### config.mk
export PLATFORM = sky130hd
export DESIGN_NAME = ps2_keyboard_scancode_fifo
export DESIGN_NICKNAME = d
export VERILOG_FILES = /design/src/rtl/core/ps2kbd_pkg.sv /design/src/rtl/core/ps2kbd_front.sv /design/src/rtl/core/ps2kbd_back.sv /design/src/rtl/core/ps2_keyboard_scancode_fifo.sv
export SDC_FILE = /design/constraint.sdc
export NUM_CORES = 1
export LEC_CHECK = 0
export BUFFER_PORTS_ARGS = -buffer_cell sky130_fd_sc_hd__buf_2
export CORE_MARGIN = 2
export CORE_UTILIZATION = 32
export CTS_BUF_LIST = sky130_fd_sc_hd__clkbuf_2 sky130_fd_sc_hd__clkbuf_4 sky130_fd_sc_hd__clkbuf_8
export CTS_CLUSTER_SIZE = 25
export DETAILED_ROUTE_END_ITERATION = 8
export PLACE_DENSITY = 0.44
export SETUP_SLACK_MARGIN = 0.02
export SLEW_MARGIN = 20
export SYNTH_ARGS = -nofsm -noshare
export SYNTH_HDL_FRONTEND = slang
export SYNTH_SLANG_ARGS = --single-unit
### constraint.sdc
create_clock -name clk -period 4.75 [get_ports clk]
set_clock_uncertainty 0.15 [all_clocks]
set_input_delay 1.425 -clock clk [delete_from_list [all_inputs] [get_ports clk]]
set_output_delay 1.425 -clock clk [all_outputs]
set_load 0.005 [all_outputs]
### src/rtl/core/ps2kbd_pkg.sv
// shared types, constants and scan code table for the ps/2 keyboard queue
package ps2kbd_pkg;

    localparam logic [7:0] BYTE_BREAK = 8'hf0;
    localparam logic [7:0] BYTE_EXT   = 8'he0;
    localparam logic [7:0] BYTE_PAUSE = 8'he1;
    localparam int unsigned NUM_KEYS  = 101;

    typedef enum logic [1:0] {
        KIND_PLAIN = 2'd0,
        KIND_EXT   = 2'd1,
        KIND_PRTSC = 2'd2,
        KIND_PAUSE = 2'd3
    } key_kind_t;

    // classified request passed from front to back
    typedef struct packed {
        logic       is_status;
        logic       clear_bit;
        logic [3:0] len;
        logic [63:0] seq;      // byte 0 in bits 7:0
    } cmd_t;

    typedef enum logic [1:0] {
        ST_IDLE = 2'd0,
        ST_PUSH = 2'd1,
        ST_DONE = 2'd2
    } back_state_t;

    function automatic logic [9:0] key_entry(input logic [6:0] key);
        logic [9:0] e;
        e = {KIND_PLAIN, 8'h00};
        unique case (key)
            7'd0: e = {KIND_PLAIN, 8'h1c};   7'd1: e = {KIND_PLAIN, 8'h32};
            7'd2: e = {KIND_PLAIN, 8'h21};   7'd3: e = {KIND_PLAIN, 8'h23};
            7'd4: e = {KIND_PLAIN, 8'h24};   7'd5: e = {KIND_PLAIN, 8'h2b};
            7'd6: e = {KIND_PLAIN, 8'h34};   7'd7: e = {KIND_PLAIN, 8'h33};
            7'd8: e = {KIND_PLAIN, 8'h43};   7'd9: e = {KIND_PLAIN, 8'h3b};
            7'd10: e = {KIND_PLAIN, 8'h42};  7'd11: e = {KIND_PLAIN, 8'h4b};
            7'd12: e = {KIND_PLAIN, 8'h3a};  7'd13: e = {KIND_PLAIN, 8'h31};
            7'd14: e = {KIND_PLAIN, 8'h44};  7'd15: e = {KIND_PLAIN, 8'h4d};
            7'd16: e = {KIND_PLAIN, 8'h15};  7'd17: e = {KIND_PLAIN, 8'h2d};
            7'd18: e = {KIND_PLAIN, 8'h1b};  7'd19: e = {KIND_PLAIN, 8'h2c};
            7'd20: e = {KIND_PLAIN, 8'h3c};  7'd21: e = {KIND_PLAIN, 8'h2a};
            7'd22: e = {KIND_PLAIN, 8'h1d};  7'd23: e = {KIND_PLAIN, 8'h22};
            7'd24: e = {KIND_PLAIN, 8'h35};  7'd25: e = {KIND_PLAIN, 8'h1a};
            7'd26: e = {KIND_PLAIN, 8'h16};  7'd27: e = {KIND_PLAIN, 8'h1e};
            7'd28: e = {KIND_PLAIN, 8'h26};  7'd29: e = {KIND_PLAIN, 8'h25};
            7'd30: e = {KIND_PLAIN, 8'h2e};  7'd31: e = {KIND_PLAIN, 8'h36};
            7'd32: e = {KIND_PLAIN, 8'h3d};  7'd33: e = {KIND_PLAIN, 8'h3e};
            7'd34: e = {KIND_PLAIN, 8'h46};  7'd35: e = {KIND_PLAIN, 8'h45};
            7'd36: e = {KIND_PLAIN, 8'h5a};  7'd37: e = {KIND_PLAIN, 8'h76};
            7'd38: e = {KIND_PLAIN, 8'h66};  7'd39: e = {KIND_PLAIN, 8'h0d};
            7'd40: e = {KIND_PLAIN, 8'h29};  7'd41: e = {KIND_PLAIN, 8'h4e};
            7'd42: e = {KIND_PLAIN, 8'h55};  7'd43: e = {KIND_PLAIN, 8'h54};
            7'd44: e = {KIND_PLAIN, 8'h5b};  7'd45: e = {KIND_PLAIN, 8'h5d};
            7'd46: e = {KIND_PLAIN, 8'h4c};  7'd47: e = {KIND_PLAIN, 8'h52};
            7'd48: e = {KIND_PLAIN, 8'h0e};  7'd49: e = {KIND_PLAIN, 8'h41};
            7'd50: e = {KIND_PLAIN, 8'h49};  7'd51: e = {KIND_PLAIN, 8'h4a};
            7'd52: e = {KIND_PLAIN, 8'h58};  7'd53: e = {KIND_PLAIN, 8'h05};
            7'd54: e = {KIND_PLAIN, 8'h06};  7'd55: e = {KIND_PLAIN, 8'h04};
            7'd56: e = {KIND_PLAIN, 8'h0c};  7'd57: e = {KIND_PLAIN, 8'h03};
            7'd58: e = {KIND_PLAIN, 8'h0b};  7'd59: e = {KIND_PLAIN, 8'h83};
            7'd60: e = {KIND_PLAIN, 8'h0a};  7'd61: e = {KIND_PLAIN, 8'h01};
            7'd62: e = {KIND_PLAIN, 8'h09};  7'd63: e = {KIND_PLAIN, 8'h78};
            7'd64: e = {KIND_PLAIN, 8'h07};  7'd65: e = {KIND_PRTSC, 8'h00};
            7'd66: e = {KIND_PLAIN, 8'h7e};  7'd67: e = {KIND_PAUSE, 8'h00};
            7'd68: e = {KIND_EXT, 8'h70};    7'd69: e = {KIND_EXT, 8'h6c};
            7'd70: e = {KIND_EXT, 8'h7d};    7'd71: e = {KIND_EXT, 8'h71};
            7'd72: e = {KIND_EXT, 8'h69};    7'd73: e = {KIND_EXT, 8'h7a};
            7'd74: e = {KIND_EXT, 8'h74};    7'd75: e = {KIND_EXT, 8'h6b};
            7'd76: e = {KIND_EXT, 8'h72};    7'd77: e = {KIND_EXT, 8'h75};
            7'd78: e = {KIND_PLAIN, 8'h77};  7'd79: e = {KIND_EXT, 8'h4a};
            7'd80: e = {KIND_PLAIN, 8'h7c};  7'd81: e = {KIND_PLAIN, 8'h7b};
            7'd82: e = {KIND_PLAIN, 8'h79};  7'd83: e = {KIND_PLAIN, 8'h5a};
            7'd84: e = {KIND_PLAIN, 8'h69};  7'd85: e = {KIND_PLAIN, 8'h72};
            7'd86: e = {KIND_PLAIN, 8'h7a};  7'd87: e = {KIND_PLAIN, 8'h6b};
            7'd88: e = {KIND_PLAIN, 8'h73};  7'd89: e = {KIND_PLAIN, 8'h74};
            7'd90: e = {KIND_PLAIN, 8'h6c};  7'd91: e = {KIND_PLAIN, 8'h75};
            7'd92: e = {KIND_PLAIN, 8'h7d};  7'd93: e = {KIND_PLAIN, 8'h70};
            7'd94: e = {KIND_PLAIN, 8'h71};  7'd95: e = {KIND_PLAIN, 8'h14};
            7'd96: e = {KIND_PLAIN, 8'h12};  7'd97: e = {KIND_PLAIN, 8'h11};
            7'd98: e = {KIND_EXT, 8'h14};    7'd99: e = {KIND_PLAIN, 8'h59};
            7'd100: e = {KIND_EXT, 8'h11};
            default: e = {KIND_PLAIN, 8'h00};
        endcase
        return e;
    endfunction

endpackage

### src/rtl/core/ps2kbd_front.sv
// front end: accepts requests and builds the byte sequence of a key event
module ps2kbd_front (
    input  logic              clk,
    input  logic              rst_n,
    input  logic              valid,
    output logic              ready,
    input  logic              mode,
    input  logic [6:0]        key_code,
    input  logic              key_released,
    input  logic              clear_bit,
    output logic              cmd_valid,
    input  logic              cmd_ready,
    output ps2kbd_pkg::cmd_t  cmd
);
    import ps2kbd_pkg::*;

    logic       q_valid_reg, q_valid_next;
    cmd_t       q_reg, q_next;
    cmd_t       built;
    logic [9:0] entry;
    key_kind_t  kind;
    logic [7:0] code;

    assign entry = key_entry(key_code);
    assign kind  = key_kind_t'(entry[9:8]);
    assign code  = entry[7:0];

    always_comb
    begin
        built           = '0;
        built.is_status = mode;
        built.clear_bit = clear_bit;
        if (!mode && ({25'd0, key_code} < NUM_KEYS))
        begin
            unique case (kind)
                KIND_PLAIN:
                begin
                    if (!key_released)
                    begin
                        built.len = 4'd1; built.seq[7:0] = code;
                    end
                    else
                    begin
                        built.len = 4'd2; built.seq[15:0] = {code, BYTE_BREAK};
                    end
                end
                KIND_EXT:
                begin
                    if (!key_released)
                    begin
                        built.len = 4'd2; built.seq[15:0] = {code, BYTE_EXT};
                    end
                    else
                    begin
                        built.len = 4'd3;
                        built.seq[23:0] = {code, BYTE_BREAK, BYTE_EXT};
                    end
                end
                KIND_PRTSC:
                begin
                    if (!key_released)
                    begin
                        built.len = 4'd4;
                        built.seq[31:0] = {8'h7c, BYTE_EXT, 8'h12, BYTE_EXT};
                    end
                    else
                    begin
                        built.len = 4'd6;
                        built.seq[47:0] = {8'h7c, BYTE_BREAK, BYTE_EXT,
                                           8'h12, BYTE_BREAK, BYTE_EXT};
                    end
                end
                KIND_PAUSE:
                begin
                    if (!key_released)
                    begin
                        built.len = 4'd8;
                        built.seq = {8'h77, BYTE_BREAK, 8'h14, BYTE_BREAK,
                                     BYTE_PAUSE, 8'h77, 8'h14, BYTE_PAUSE};
                    end
                end
            endcase
        end
    end

    // one-entry queue toward the back end
    assign ready     = !q_valid_reg || cmd_ready;
    assign cmd_valid = q_valid_reg;
    assign cmd       = q_reg;

    always_comb
    begin
        q_valid_next = q_valid_reg;
        q_next       = q_reg;
        if (cmd_ready)
            q_valid_next = 1'b0;
        if (valid && ready)
        begin
            q_valid_next = 1'b1;
            q_next       = built;
        end
    end

    always_ff @(posedge clk or negedge rst_n)
    begin
        if (!rst_n)
            q_valid_reg <= 1'b0;
        else
            q_valid_reg <= q_valid_next;
    end

    always_ff @(posedge clk)
    begin
        q_reg <= q_next;
    end
endmodule

### src/rtl/core/ps2kbd_back.sv
// back end: byte queue, interrupt logic and result register
module ps2kbd_back #(
    parameter int unsigned QUEUE_DEPTH = 64
) (
    input  logic             clk,
    input  logic             rst_n,
    input  logic             cmd_valid,
    output logic             cmd_ready,
    input  ps2kbd_pkg::cmd_t cmd,
    output logic             out_valid,
    input  logic             out_ready,
    output logic [7:0]       data_byte,
    output logic             data_pending,
    output logic             irq_request,
    output logic             sequence_dropped
);
    import ps2kbd_pkg::*;

    localparam int unsigned AW = $clog2(QUEUE_DEPTH);
    localparam int unsigned CW = $clog2(QUEUE_DEPTH + 1);

    back_state_t state_reg, state_next;
    logic [7:0]    mem [QUEUE_DEPTH];
    logic [AW-1:0] rd_reg, rd_next, wr_reg, wr_next;
    logic [CW-1:0] cnt_reg, cnt_next;
    logic          irq_reg, irq_next, last_clr_reg, last_clr_next;
    logic          pend_reg, pend_next, drop_reg, drop_next;
    logic [7:0]    pres_reg, pres_next;
    logic [7:0]    rd_data_reg;
    logic          present_reg, present_next;
    cmd_t          c_reg, c_next;
    logic [3:0]    idx_reg, idx_next;
    logic          ov_reg, ov_next;
    logic          we;
    logic [AW-1:0] rd_addr;
    logic [AW-1:0] rd_inc, wr_inc;
    logic          edge_clr;
    logic          done_go;
    logic          res_valid_reg, res_valid_next;
    logic [7:0]    out_byte_reg;
    logic          out_pend_reg, out_irq_reg, out_drop_reg;

    assign rd_inc = (rd_reg == AW'(QUEUE_DEPTH - 1)) ? '0 : rd_reg + 1'b1;
    assign wr_inc = (wr_reg == AW'(QUEUE_DEPTH - 1)) ? '0 : wr_reg + 1'b1;
    assign edge_clr = c_reg.clear_bit && !last_clr_reg;

    // ST_DONE waits until the previous result has gone
    assign done_go = (state_reg == ST_DONE) && (!res_valid_reg || out_ready);

    // next state
    always_comb
    begin
        state_next = state_reg;
        unique case (state_reg)
            ST_IDLE: if (cmd_valid) state_next = ST_PUSH;
            ST_PUSH:
                if (c_reg.is_status || ov_reg || idx_reg + 4'd1 >= c_reg.len)
                    state_next = ST_DONE;
            ST_DONE: if (done_go) state_next = ST_IDLE;
            default: state_next = ST_IDLE;
        endcase
    end

    // datapath
    always_comb
    begin
        cmd_ready     = (state_reg == ST_IDLE);
        c_next        = c_reg;
        idx_next      = idx_reg;
        ov_next       = ov_reg;
        rd_next       = rd_reg;
        wr_next       = wr_reg;
        cnt_next      = cnt_reg;
        irq_next      = irq_reg;
        last_clr_next = last_clr_reg;
        pend_next     = pend_reg;
        pres_next     = pres_reg;
        drop_next     = drop_reg;
        present_next  = 1'b0;
        we            = 1'b0;
        rd_addr       = rd_reg;
        unique case (state_reg)
            ST_IDLE:
            begin
                if (cmd_valid)
                begin
                    c_next   = cmd;
                    idx_next = '0;
                    ov_next  = !cmd.is_status &&
                        ({{(32-CW){1'b0}}, cnt_reg} + {28'd0, cmd.len} > QUEUE_DEPTH);
                end
            end
            ST_PUSH:
            begin
                if (c_reg.is_status)
                begin
                    if (edge_clr)
                    begin
                        irq_next  = 1'b0;
                        pend_next = 1'b0;
                        if (cnt_reg != '0)
                        begin
                            rd_next  = rd_inc;
                            rd_addr  = rd_inc;
                            cnt_next = cnt_reg - 1'b1;
                            present_next = (cnt_reg > CW'(1));
                        end
                    end
                    last_clr_next = c_reg.clear_bit;
                    drop_next     = 1'b0;
                end
                else if (ov_reg || c_reg.len == 4'd0)
                    drop_next = ov_reg;
                else
                begin
                    we       = 1'b1;
                    wr_next  = wr_inc;
                    idx_next = idx_reg + 4'd1;
                    c_next.seq = {8'h00, c_reg.seq[63:8]};
                    drop_next  = 1'b0;
                    if (idx_reg + 4'd1 >= c_reg.len)
                    begin
                        cnt_next = cnt_reg + CW'(c_reg.len);
                        present_next = !irq_reg;
                    end
                end
            end
            ST_DONE:
            begin
                if (present_reg && done_go)
                begin
                    pres_next = rd_data_reg;
                    pend_next = 1'b1;
                    irq_next  = 1'b1;
                end
            end
            default: ;
        endcase
    end

    assign out_valid        = res_valid_reg;
    assign data_byte        = out_byte_reg;
    assign data_pending     = out_pend_reg;
    assign irq_request      = out_irq_reg;
    assign sequence_dropped = out_drop_reg;

    always_comb
    begin
        res_valid_next = res_valid_reg;
        if (out_valid && out_ready)
            res_valid_next = 1'b0;
        if (done_go)
            res_valid_next = 1'b1;
    end

    always_ff @(posedge clk or negedge rst_n)
    begin
        if (!rst_n)
        begin
            state_reg     <= ST_IDLE;
            rd_reg        <= '0;
            wr_reg        <= '0;
            cnt_reg       <= '0;
            irq_reg       <= 1'b0;
            last_clr_reg  <= 1'b0;
            pend_reg      <= 1'b0;
            pres_reg      <= 8'h00;
            drop_reg      <= 1'b0;
            present_reg   <= 1'b0;
            res_valid_reg <= 1'b0;
            out_byte_reg  <= 8'h00;
            out_pend_reg  <= 1'b0;
            out_irq_reg   <= 1'b0;
            out_drop_reg  <= 1'b0;
        end
        else
        begin
            state_reg     <= state_next;
            rd_reg        <= rd_next;
            wr_reg        <= wr_next;
            cnt_reg       <= cnt_next;
            last_clr_reg  <= last_clr_next;
            drop_reg      <= drop_next;
            irq_reg       <= irq_next;
            pend_reg      <= pend_next;
            pres_reg      <= pres_next;
            res_valid_reg <= res_valid_next;
            if (state_reg == ST_PUSH)
                present_reg <= present_next;
            if (done_go)
            begin
                out_byte_reg <= pres_next;
                out_pend_reg <= pend_next;
                out_irq_reg  <= irq_next;
                out_drop_reg <= drop_next;
            end
        end
    end

    always_ff @(posedge clk)
    begin
        c_reg   <= c_next;
        idx_reg <= idx_next;
        ov_reg  <= ov_next;
        if (we)
            mem[wr_reg] <= c_reg.seq[7:0];
        // a byte pushed into an empty queue is forwarded to the head read
        if (we && wr_reg == rd_addr)
            rd_data_reg <= c_reg.seq[7:0];
        else
            rd_data_reg <= mem[(state_reg == ST_PUSH) ? rd_addr : rd_reg];
    end
endmodule

### src/rtl/core/ps2_keyboard_scancode_fifo.sv
// ps/2 set 2 keyboard front end with a scan code byte queue
// requests come in on valid/ready: mode 0 is a key event (key_code,
// key_released), mode 1 is a status port write (clear_bit).
// every request gives one result on valid/ready: data_byte, data_pending,
// irq_request and sequence_dropped as they stand after the request.
// a key event pushes its 1 to 8 bytes into the queue one per cycle; its
// result is valid once its last byte is in the queue and the result presented.
// a status write, a dropped sequence or an empty one pushes no byte.
// the back end picks up a request in ST_IDLE, pushes its bytes in ST_PUSH
// and presents the result in ST_DONE, so it takes no new request before
// it is through with the last one.
// a one-entry queue sits between the front and the back end, so the next
// request is taken while the current one is still pushing.
// a sequence that does not fit in the queue is dropped and flagged.
// reset clears the pointers, the interrupt and the presented byte; queue
// contents are not cleared. a stalled receiver holds the result in the
// output register, the back end then waits with the next result and, once
// the inner queue fills, new requests are held off.
module ps2_keyboard_scancode_fifo #(
    parameter int unsigned QUEUE_DEPTH = 64
) (
    input  logic       clk,
    input  logic       rst_n,
    input  logic       in_valid,
    output logic       in_ready,
    input  logic       mode,
    input  logic [6:0] key_code,
    input  logic       key_released,
    input  logic       clear_bit,
    output logic       out_valid,
    input  logic       out_ready,
    output logic [7:0] data_byte,
    output logic       data_pending,
    output logic       irq_request,
    output logic       sequence_dropped
);
    import ps2kbd_pkg::*;

    logic cmd_valid, cmd_ready;
    cmd_t cmd;

    ps2kbd_front u_front (
        .clk, .rst_n, .valid(in_valid), .ready(in_ready), .mode, .key_code,
        .key_released, .clear_bit, .cmd_valid, .cmd_ready, .cmd
    );

    ps2kbd_back #(.QUEUE_DEPTH(QUEUE_DEPTH)) u_back (
        .clk, .rst_n, .cmd_valid, .cmd_ready, .cmd, .out_valid, .out_ready,
        .data_byte, .data_pending, .irq_request, .sequence_dropped
    );
endmodule

# After elaboration in Yosys (flattened, before gate mapping)
# Memory sizes are Yosys's and may differ from the RTL's. A register that Yosys moved wholly into a read port is not among the register bits.
# Index checks and enable logic that the tools add are counted.
# op_classes
n_eq_ne	15
order_cmp	4
n_bitwise	2
mux	64
reduce_logical	33
addsub	6
# op_table
cell	count
64-bit two-way mux	3
64-bit one-hot mux with 2 select lines	1
68-bit two-way mux	1
16-bit one-hot mux with 4 select lines	1
24-bit one-hot mux with 2 select lines	1
6-bit two-way mux	7
7-bit two-way mux	5
32-bit by 7-bit greater-than comparator with 1-bit output, second input constant	1
32-bit two-way mux	1
8-bit two-way mux	4
1-bit two-way mux	24
8-bit one-hot mux with 3 select lines	1
16-bit two-way mux	1
4-bit one-hot mux with 4 select lines	1
15-bit two-way mux	1
6-bit by 1-bit adder with 6-bit output, second input constant	2
6-bit equality test, second input constant	2
4-bit two-way mux	3
2-bit two-way mux	5
2-bit != test, second input constant	5
7-bit by 4-bit adder with 8-bit output	1
4-bit one-hot mux with 2 select lines	1
2-bit nonzero test	4
7-bit by 4-bit adder with 7-bit output	1
other kinds (21)	47
# word_totals
out_inout_bits	13
ram_bits	512
mem_count	2
reg_bits	192
mem_bits_ro	1280
# mem_list
name	depth	word_bits	read_ports	rd_ports_with_merged_regs	wr	line_no	text
(name not given)	128	10	1	0	0	ps2kbd_pkg.sv:33	unique case (key)
u_back.mem	64	8	1	1	1	ps2kbd_back.sv:23	logic [7:0] mem [QUEUE_DEPTH];

# Logic depth before layout (Yosys ltp)
# Gate-level depths: netlist of the first run.
# logic_depth
word_depth	7
ltp_mapped	12
depth_no_buf	10

# Cells and area by module
# From an unflattened synthesis of the first run, not the netlist that was laid out.
# unflattened
hier_cells	1672
hier_area_um2	28464.8
# by_module_without_submodules
module	area_each_um2	cells_per_inst	n_inst
ps2kbd_back	25409.4	1326	1
ps2kbd_front	3055.4	346	1

# Worst setup path after synthesis of the first run
# No wires, ideal clock.
# synth_timing
path_type	reg-to-reg
startpoint	register u_back.state_reg[1]
endpoint	register u_back.c_reg[0] in the netlist's numbering (enable)
required_time_ns	4.146
setup_ns	0.454
arrival_time_ns	3.285
slack_ns	0.861
path_stages_with_launch	8
path_buffers	1
cell_sequence	dfrtp_1 inv_1 ha_1 buf_2 inv_2 nor4_4 a21oi_1 nor2_1
# synth_via
elab_chain_cells	3
word_cells_on_any_way	7
# synth_lines
item	line_no	text
from (decl)	ps2kbd_back.sv:22	back_state_t state_reg, state_next;
from (signal assigned)	ps2kbd_back.sv:178	state_reg <= state_next;
2-bit by 1-bit equality test with 1-bit output / 2-bit logical NOT (equally long branches)	ps2kbd_back.sv:82	unique case (state_reg)
2-bit != test (no line) / 2-bit nonzero test (equally long branches)	-	
4-bit AND reduction (no line) *	-	
to (signal assigned)	ps2kbd_back.sv:202	c_reg <= c_next;
to (decl)	ps2kbd_back.sv:31	cmd_t c_reg, c_next;
# Mark *: on every way between the ends. The rest lies on a longest branch, timed or not.
# A chain may end at the register's enable or synchronous reset.

# Worst setup path in the final report of the first run
# layout_timing
startpoint	register u_back.state_reg[1]
endpoint	memory u_back.mem[47][1] (enable)
# layout_via
elab_chain_cells	4
# layout_lines
item	line_no	text
2-bit by 1-bit equality test with 1-bit output	ps2kbd_back.sv:82	
1-bit two-way mux	ps2kbd_back.sv:82	
1-bit two-way mux	ps2kbd_back.sv:205	if (we)
1-bit two-way mux (implied by the code)	ps2kbd_back.sv:206	mem[wr_reg] <= c_reg.seq[7:0];
to (decl)	ps2kbd_back.sv:23	
# No other way between the ends.

==> metrics.txt, run 1 <==
Core ar.=roughly 85000 um2; post-synthesis adder-cell area fraction=0.0147; Worst Hold Path Cells=0; synth cell count leaders=edfxtp_1, mux4_2, nor2_1; CTS tree=built; full die area=88200 um2; All-Layer GR Usage=0.156; first-pass GRT wire length=around 100 mm; CTS clock-pin slew for the worst setup and hold paths=60 ps; sequential area share after synthesis=0.706; wirelength, routed=a little under 70 mm; Hold WS=about 280 ps; asr flop ratio synth=0.0716; Boundary Pins=27; Setup Fix Bufs, Post-CTS=0; worst min-delay path class=reg2reg; max incr delay on CP=1050 ps; Die Y=297 um; Max Clock Freq=256 MHz; CTS resizes=0; Synth Area in Compound Gates=0.0681; critical path type=reg2reg; pwr dens=565 nW/um2; setup tns final=0 ps; vias in the first global route=approximately 16000; Pins Over Slew Limit=0; setup violators final=0; RSZ-0062 raised after global routing=no; top cell type's share of synthesized area=0.659; Max clock buf depth=3; max reg flops=about 510; Post-CTS Hold Buffers=0; Core Util, Final=0.365; area delta synth->final=13.1%; pin count of the biggest net entering global routing=65; Post-synth EDFFs=603; status=finished, final reports clean; Detailed Routing Iterations Pass 1=5; Max VDD drop=~0.00033 V; Final min period=approximately 3900 ps; initial antenna violation count=1; synthesized area per cell=16.7 um2; Inserted Clock Buffers=around 110; startpoint class of the critical path=flip-flop; largest family of logic cells by synthesized area=multiplexers; Port-buffer cells=26; Least-Margin Pin Slew=1010 ps; placement row count=107; Clock Sinks=approximately 660; worst skew pair latency=~720 ps; Slew Limit Headroom=0.323; max-cap violations=0; XOR/XNOR Fraction of Synth Area=0.00478; Final GP Congestion=between 0.8 and 0.9; DIE WIDTH=297 um; Yosys reg bits=~660; Synthesis Warnings=0; slowest stage cell, crit path=nor2_1; share of cells above drive strength 1=0.233; cells along the critical path=inv_1 -> ha_2 -> inv_2 -> nor4_4 -> buf_4 -> nand4_1 -> nor2_1; crit share post-route=0.822; simple-gate portion of the synthesized area=0.0621; First DRT Iteration DRCs=between 1000 and 1500; top post-synthesis cells by area=edfxtp_1, mux4_2, dfrtp_1; critical path arrival=~4000 ps; post-synth top area cell=edfxtp_1; Synth Flop Type=edfxtp_1; Worst Path Required=slightly below 5000 ps; DP HPWL=between 40 and 50 mm; Yosys cell types=between 70 and 80; final hold vios=0; FF-to-FF path depth=7; nets=1777; Leak=approximately 10 nW; CP max FO=11; Vias/cell=between 5 and 6; Worst Setup End Kind=flip-flop; count leader, synth=edfxtp_1; r2r setup slk=approximately 850 ps; Synth Cell Area=around 27000 um2; Post-Syn Instances=1643; via count=~15000; Final ANT Viol Nets=0; root buffer cell=clkbuf_8; syn_nets=about 1700; grt ovf=0; H-tree levels=3; DRC Markers=0; mux cell area share after synthesis=0.123; DR WL/cell=23.2 um; Initial Util=0.323
[final timing paths]
path / startpoint / end
max: u_back.state_reg[1] / u_back.mem[47][1]
min: u_front.cmd[68] / u_back.c_reg[68]
max reg2reg: u_back.state_reg[1] / u_back.mem[47][1]
min reg2reg: u_front.cmd[68] / u_back.c_reg[68]
max in group asynchronous: rst_n / u_back.wr_reg[3]
min in group asynchronous: rst_n / u_back.cnt_reg[0]
[through the flow]
stage	total power, mW	worst slack [ps]	instances	area, um2
final	17.5	847	2964	31100
after global routing	18.5	662	2964	31100
after CTS	17.9	784	2963	31100
after detailed placement	13.1	661	2766	29000
after global placement	13.0	740	2766	29000
after floorplan	11.3	861	1643	27500
[layout make-up]
cell class                 count  area, um2
antenna                        1       2.50
clock buffer                 142       1750
clock inverter                55        292
fill                        8200      54100
inverter                      35        131
multi-input combinational    855       7500
sequential                   656      19400
tap                         1144       1430
timing repair buffer          76        558
[per-layer routing]
layer  vias up  track usage  part of all wire
met5         -            0                 0
met1      7848        0.212              0.44
li1       6705            -                 -
met4         0       0.0588             0.034
met3       136       0.0291             0.043
met2       353        0.251              0.48
[cells in the final DEF, fill, tap and decap left out, types with 12 or more instances in the layout]
master	instances
edfxtp_1	603
mux4_2	131
nor2_1	113
clkbuf_8	109
nand2_1	94
a21oi_1	79
a22oi_1	64
o21ai_0	47
buf_4	47
dfrtp_1	47
clkinv_1	39
clkbuf_4	33
inv_1	31
ha_1	28
mux2_2	26
buf_2	25
nand3_1	23
nor2b_1	23
nor3_1	18
o21ai_1	18
nand2b_1	14
a21o_1	13
mux2i_1	13
and2_1	12
[worst max-delay path: cells and delay by family, from the launching register on]
family / cells / cell delay, ps
fa+ha+maj: 1 / 340
buf+inv: 3 / 470
simple gates: 3 / 2100
flops: 1 / 400
[kinds of logic (layout without fill, tap and decap cells)]
kind of cell             Yosys count  after routing
flip-flops                       656            656
other                              0              1
buffers and inverters            132            308
AO/OA/AOI/OAI                    291            291
adder cells (fa/ha/maj)           31             31
XOR/XNOR                          15             15
AND/OR/NAND/NOR                  348            348
multiplexers                     170            170
[power by group]
part / internal (mW) / leakage, nW / total [mW] / switching, mW
combinational: 1.79 / 2.93 / 4.76 / 2.96
clock: 2.46 / 1.08 / 4.72 / 2.26
sequential: 7.70 / 6.13 / 8.07 / 0.378
total: 11.9 / 10.1 / 17.5 / 5.60
Power figures use the tool's default switching activity.
==> run 2, diff against run 1 <==
--- a/config.mk
+++ b/config.mk
@@ -11,7 +11,7 @@
 export CTS_BUF_LIST = sky130_fd_sc_hd__clkbuf_2 sky130_fd_sc_hd__clkbuf_4 sky130_fd_sc_hd__clkbuf_8
 export CTS_CLUSTER_SIZE = 25
 export DETAILED_ROUTE_END_ITERATION = 8
-export PLACE_DENSITY = 0.44
+export PLACE_DENSITY = 0.46
 export SETUP_SLACK_MARGIN = 0.02
 export SLEW_MARGIN = 20
 export SYNTH_ARGS = -nofsm -noshare
==> constraint.sdc (replaced) <==
create_clock -name clk -period 3.5 [get_ports clk]
set_clock_uncertainty 0.15 [all_clocks]
set_input_delay 1.05 -clock clk [delete_from_list [all_inputs] [get_ports clk]]
set_output_delay 1.05 -clock clk [all_outputs]
set_load 0.005 [all_outputs]
==> metrics.txt, run 2 (synthesis results as in run 1) <==
Final min period=3000 ps (-905 ps); final hold vios=0 (unchanged); Pins Over Slew Limit=0 (unchanged); most frequent cells in the layout=edfxtp_1, mux4_2, clkbuf_8; capture point of the worst reg-to-reg path=u_back.data_byte[7]; pwr dens=775 nW/um2 (+37%); setup tns final=0 ps (unchanged); Initial Util=0.323 (unchanged); DRC Markers=0 (unchanged); FF-to-FF path depth=6 (-1); nets=1813 (+2.0%); wirelength, routed=68.2 mm (-0.90%); Slew Limit Headroom=0.349 (+0.0256); Max clock buf depth=3 (unchanged); initial antenna violation count=1 (unchanged); First DRT Iteration DRCs=1041 (-13%); most common cell after layout, fill and taps aside=edfxtp_1; CTS resizes=0 (unchanged); CTS clock-pin slew for the worst setup and hold paths=60 ps (about the same); Clock Sinks=656 (unchanged); setup violators final=0 (unchanged); area delta synth->final=15.0%; full die area=88200 um2 (unchanged); Post-CTS Hold Buffers=0 (unchanged); max reg flops=512 (unchanged); All-Layer GR Usage=0.154 (-0.00210); DIE WIDTH=297 um (unchanged); crit share post-route=0.856 (+0.0347); root buffer cell=clkbuf_8; Die Y=297 um (unchanged); Setup WS pre-CTS=84.7 ps (-576 ps); pin count of the biggest net entering global routing=65 (unchanged); Inserted Clock Buffers=108 (unchanged); Boundary Pins=27 (unchanged); Detailed Routing Iterations Pass 1=5 (unchanged); placement row count=107 (unchanged); Final GP Congestion=0.833 (+1.3%); worst skew pair latency=710 ps (about the same); critical path type=reg2reg; RSZ-0062 raised after global routing=no; critical path arrival=3420 ps (-620 ps); Core Util, Final=0.371 (+0.00617); Final Worst Setup Slack=503 ps (-345 ps); vias in the first global route=15600 (+0.090%); Max Clock Freq=334 MHz (+30%); Worst Setup End Kind=flip-flop; status=finished, final reports clean; Setup Fix Bufs, Post-CTS=0 (unchanged); max-cap violations=0 (unchanged); grt ovf=0 (unchanged); r2r setup slk=500 ps (-340 ps); startpoint class of the critical path=flip-flop; share of cells above drive strength 1=0.259 (+0.0263); DR WL/cell=22.7 um (-2.2%); Core ar.=85100 um2 (unchanged); CP max FO=14 (+3); H-tree levels=3 (unchanged); CTS tree=built; Least-Margin Pin Slew=973 ps (-32.7 ps); Final ANT Viol Nets=0 (unchanged); Port-buffer cells=26 (unchanged); worst min-delay path class=in2async; via count=15000 (-0.34%); Max VDD drop=0.000356 V (+9.1%); Worst Path Required=3920 ps (-970 ps); Leak=10.4 nW (+2.9%); first-pass GRT wire length=102 mm (-1.0%); DP HPWL=43.5 mm (+6.0%); Vias/cell=4.99 (-1.6%)
## run 2: cell count changes in the layout (fill, tap and decap cells not counted), sizes merged
cell / delta
buf: +36
clkbuf: +25
clkinv: -24
inv: +2
## run 2: power by group
group          internal (mW)  switching (mW)  total (mW)
Sequential              10.4           0.647        11.1
Combinational           2.63            3.96        6.59
Clock                   3.72            3.09        6.81
## run 2: critical path, cell delays in order (launching register included)
cell     delay (ps)
dfxtp_4         600
buf_4           270
mux4_2          530
a22oi_1         380
a21oi_1         250
nor4_2          570
o21ai_1         100
## run 2: cell type report
cell class	count	area, um2
clock inverter	33	218
inverter	35	131
clock buffer	167	1990
fill	8052	53500
multi-input combinational	855	7500
timing repair buffer	112	913
tap	1144	1430
antenna	1	2.50
sequential	656	19400
## run 2: layer usage
metal  track usage  wire [um]  vias to the layer above
li1              -          -                     6791
met1         0.199      29300                     7722
met2         0.262      34200                      368
met3        0.0305       3040                      110
met4        0.0471       1660                        0
met5             0          0                        -
## run 2: how the worst max path moves through the flow
stage / start / end / slack, ps / cells after the start
floorplan: key_code[0] / u_front.cmd[18] / 160 / 11
global placement: key_code[0] / u_front.cmd[10] / 70 / 11
detailed placement: key_code[1] / u_front.cmd[13] / 80 / 10
CTS: flip-flop / u_back.data_byte[0] / 420 / 6
global route: u_back.state_reg[1] / u_back.mem[25][6] / 300 / 7
finish: flip-flop / u_back.data_byte[7] / 500 / 6
## run 2: stage by stage
step	power (mW)	std cells	cell area [um2]	hold slack (ps)
finish	24.5	3003	31600	213
global route	25.8	3003	31600	188
CTS	24.9	3002	31600	157
detailed placement	18.0	2802	29400	266
global placement	17.9	2802	29400	270
floorplan	15.4	1643	27500	250
==> run 3, diff against run 2 <==
--- a/config.mk
+++ b/config.mk
@@ -6,12 +6,14 @@
 export NUM_CORES = 1
 export LEC_CHECK = 0
 export BUFFER_PORTS_ARGS = -buffer_cell sky130_fd_sc_hd__buf_2
+export CELL_PAD_IN_SITES_DETAIL_PLACEMENT = 1
+export CELL_PAD_IN_SITES_GLOBAL_PLACEMENT = 1
 export CORE_MARGIN = 2
 export CORE_UTILIZATION = 32
 export CTS_BUF_LIST = sky130_fd_sc_hd__clkbuf_2 sky130_fd_sc_hd__clkbuf_4 sky130_fd_sc_hd__clkbuf_8
 export CTS_CLUSTER_SIZE = 25
 export DETAILED_ROUTE_END_ITERATION = 8
-export PLACE_DENSITY = 0.46
+export PLACE_DENSITY = 0.51
 export SETUP_SLACK_MARGIN = 0.02
 export SLEW_MARGIN = 20
 export SYNTH_ARGS = -nofsm -noshare
==> metrics.txt, run 3 (synthesis results as in run 1) <==
most frequent cells in the layout=edfxtp_1, mux4_2, clkbuf_8; Area after DPL=29600 um2 (+0.85%); Pins Over Slew Limit=0 (unchanged); CTS resizes=0 (unchanged); Vias/cell=5.07 (+1.5%); nets=1851 (+2.1%); slowest stage cell, crit path=nor2_1; initial antenna violation count=1 (unchanged); CTS clock-pin slew for the worst setup and hold paths=60 ps (about the same); full die area=88200 um2 (unchanged); Max Clock Freq=325 MHz (-2.6%); Setup Fix Bufs, Post-CTS=0 (unchanged); worst skew pair latency=740 ps (+30 ps); Max clock buf depth=3 (unchanged); crit share post-route=0.879 (+0.0230); Post-CTS Hold Buffers=0 (unchanged); CP max FO=8 (-6); share of cells above drive strength 1=0.270 (+0.0114); placement row count=107 (unchanged); DR WL/cell=23.5 um (+3.4%); cells along the critical path=nor3_1 -> nand2_1 -> nor2_1 -> nand2_1 -> nor2_1; Leak=10.6 nW (+1.9%); worst setup path startpoint=u_back.ov_reg; Port-buffer cells=26 (unchanged); critical path arrival=3300 ps (-120 ps); setup violators final=0 (unchanged); Die Y=297 um (unchanged); CP top delay family=simple AND/OR/NAND/NOR gates; Boundary Pins=27 (unchanged); DRC Markers=0 (unchanged); Buf+Inv Stages, Crit Path=0 (-1); final hold vios=0 (unchanged); FF-to-FF path depth=5 (-1); All-Layer GR Usage=0.163 (+0.00865); root buffer cell=clkbuf_8; Crit path depth=5 (-1); Initial Util=0.323 (unchanged); via count=15400 (+3.0%); reg-to-reg startpoint=u_back.ov_reg; max reg flops=512 (unchanged); Final ANT Viol Nets=0 (unchanged); vias in the first global route=16600 (+6.1%); fill cell count=8673 (+7.7%); most common cell after layout, fill and taps aside=edfxtp_1; CTS tree=built; max incr delay on CP=910 ps (+310 ps); critical path type=reg2reg; first-pass GRT wire length=108 mm (+6.2%); pwr dens=775 nW/um2 (about the same); Layout Cells excl Fill=3047 (+1.5%); pin count of the biggest net entering global routing=65 (unchanged); worst min-delay path class=in2async; wirelength, routed=71.5 mm (+4.9%); DP HPWL=45.3 mm (+4.1%); Max VDD drop=0.000486 V (+36%); Core ar.=85100 um2 (unchanged); Hold WS=142 ps (-70.6 ps); Detailed Routing Iterations Pass 1=5 (unchanged); Worst Path Required=3730 ps (-190 ps); status=finished, final reports clean; First DRT Iteration DRCs=1125 (+8.1%); setup tns final=0 ps (unchanged); area delta synth->final=16.1%; H-tree levels=3 (unchanged); Placed Cells=2837 (+1.2%); Final GP Congestion=0.805 (-3.3%); max-cap violations=0 (unchanged); Setup WS pre-CTS=92.5 ps (+7.72 ps); DIE WIDTH=297 um (unchanged); Least-Margin Pin Slew=992 ps (+18.7 ps); Final Worst Setup Slack=422 ps (-80.6 ps); Slew Limit Headroom=0.336 (-0.0125); Clock Sinks=656 (unchanged); Final min period=3080 ps (+80.6 ps); grt ovf=0 (unchanged); Worst Setup End Kind=flip-flop; startpoint class of the critical path=flip-flop; Inserted Clock Buffers=111 (+2.8%); RSZ-0062 raised after global routing=no; final instance area=31900 um2 (+0.98%)
[run 3: metrics by stage]
stage	utilization	power, mW
CTS	0.375	25.2
finish	0.375	24.7
global placement	0.348	18.0
detailed placement	0.348	18.1
floorplan	-	15.4
global route	0.375	26.0
[run 3: routing by layer]
layer / global-route usage / part of all wire / vias up
met3: 0.0303 / 0.046 / 127
li1: - / - / 6869
met4: 0.0493 / 0.026 / 0
met1: 0.214 / 0.43 / 8098
met2: 0.274 / 0.50 / 348
met5: 0 / 0 / -
[run 3: cell type report]
cell class / instances / area, um2 / share of cell area
Sequential cell: 656 / 19400 / 0.608
Multi-Input combinational cell: 855 / 7500 / 0.235
Clock buffer: 154 / 1880 / 0.0588
Antenna cell: 1 / 2.50 / 0.0000784
Inverter: 35 / 131 / 0.00412
Timing Repair Buffer: 147 / 1160 / 0.0365
Clock inverter: 55 / 393 / 0.0123
Tap cell: 1144 / 1430 / 0.0449
[run 3: worst paths after layout]
| check | endpoint | slack (ps) |
|---|---|---|
| worst max-delay path | u_back.mem[24][1] | 420 |
| worst min-delay path | u_back.pres_reg[7] | 140 |
| worst max register to register | u_back.mem[24][1] | 420 |
| worst min register to register | u_back.c_reg[68] | 270 |
| max in group asynchronous | u_back.rd_reg[1] | 2470 |
| min in group clk | u_back.c_reg[68] | 270 |
[run 3: power by group]
part	internal (mW)	switching, mW	total, mW
Clock	3.68	3.25	6.93
Combinational	2.67	4.08	6.75
Sequential	10.4	0.594	11.0
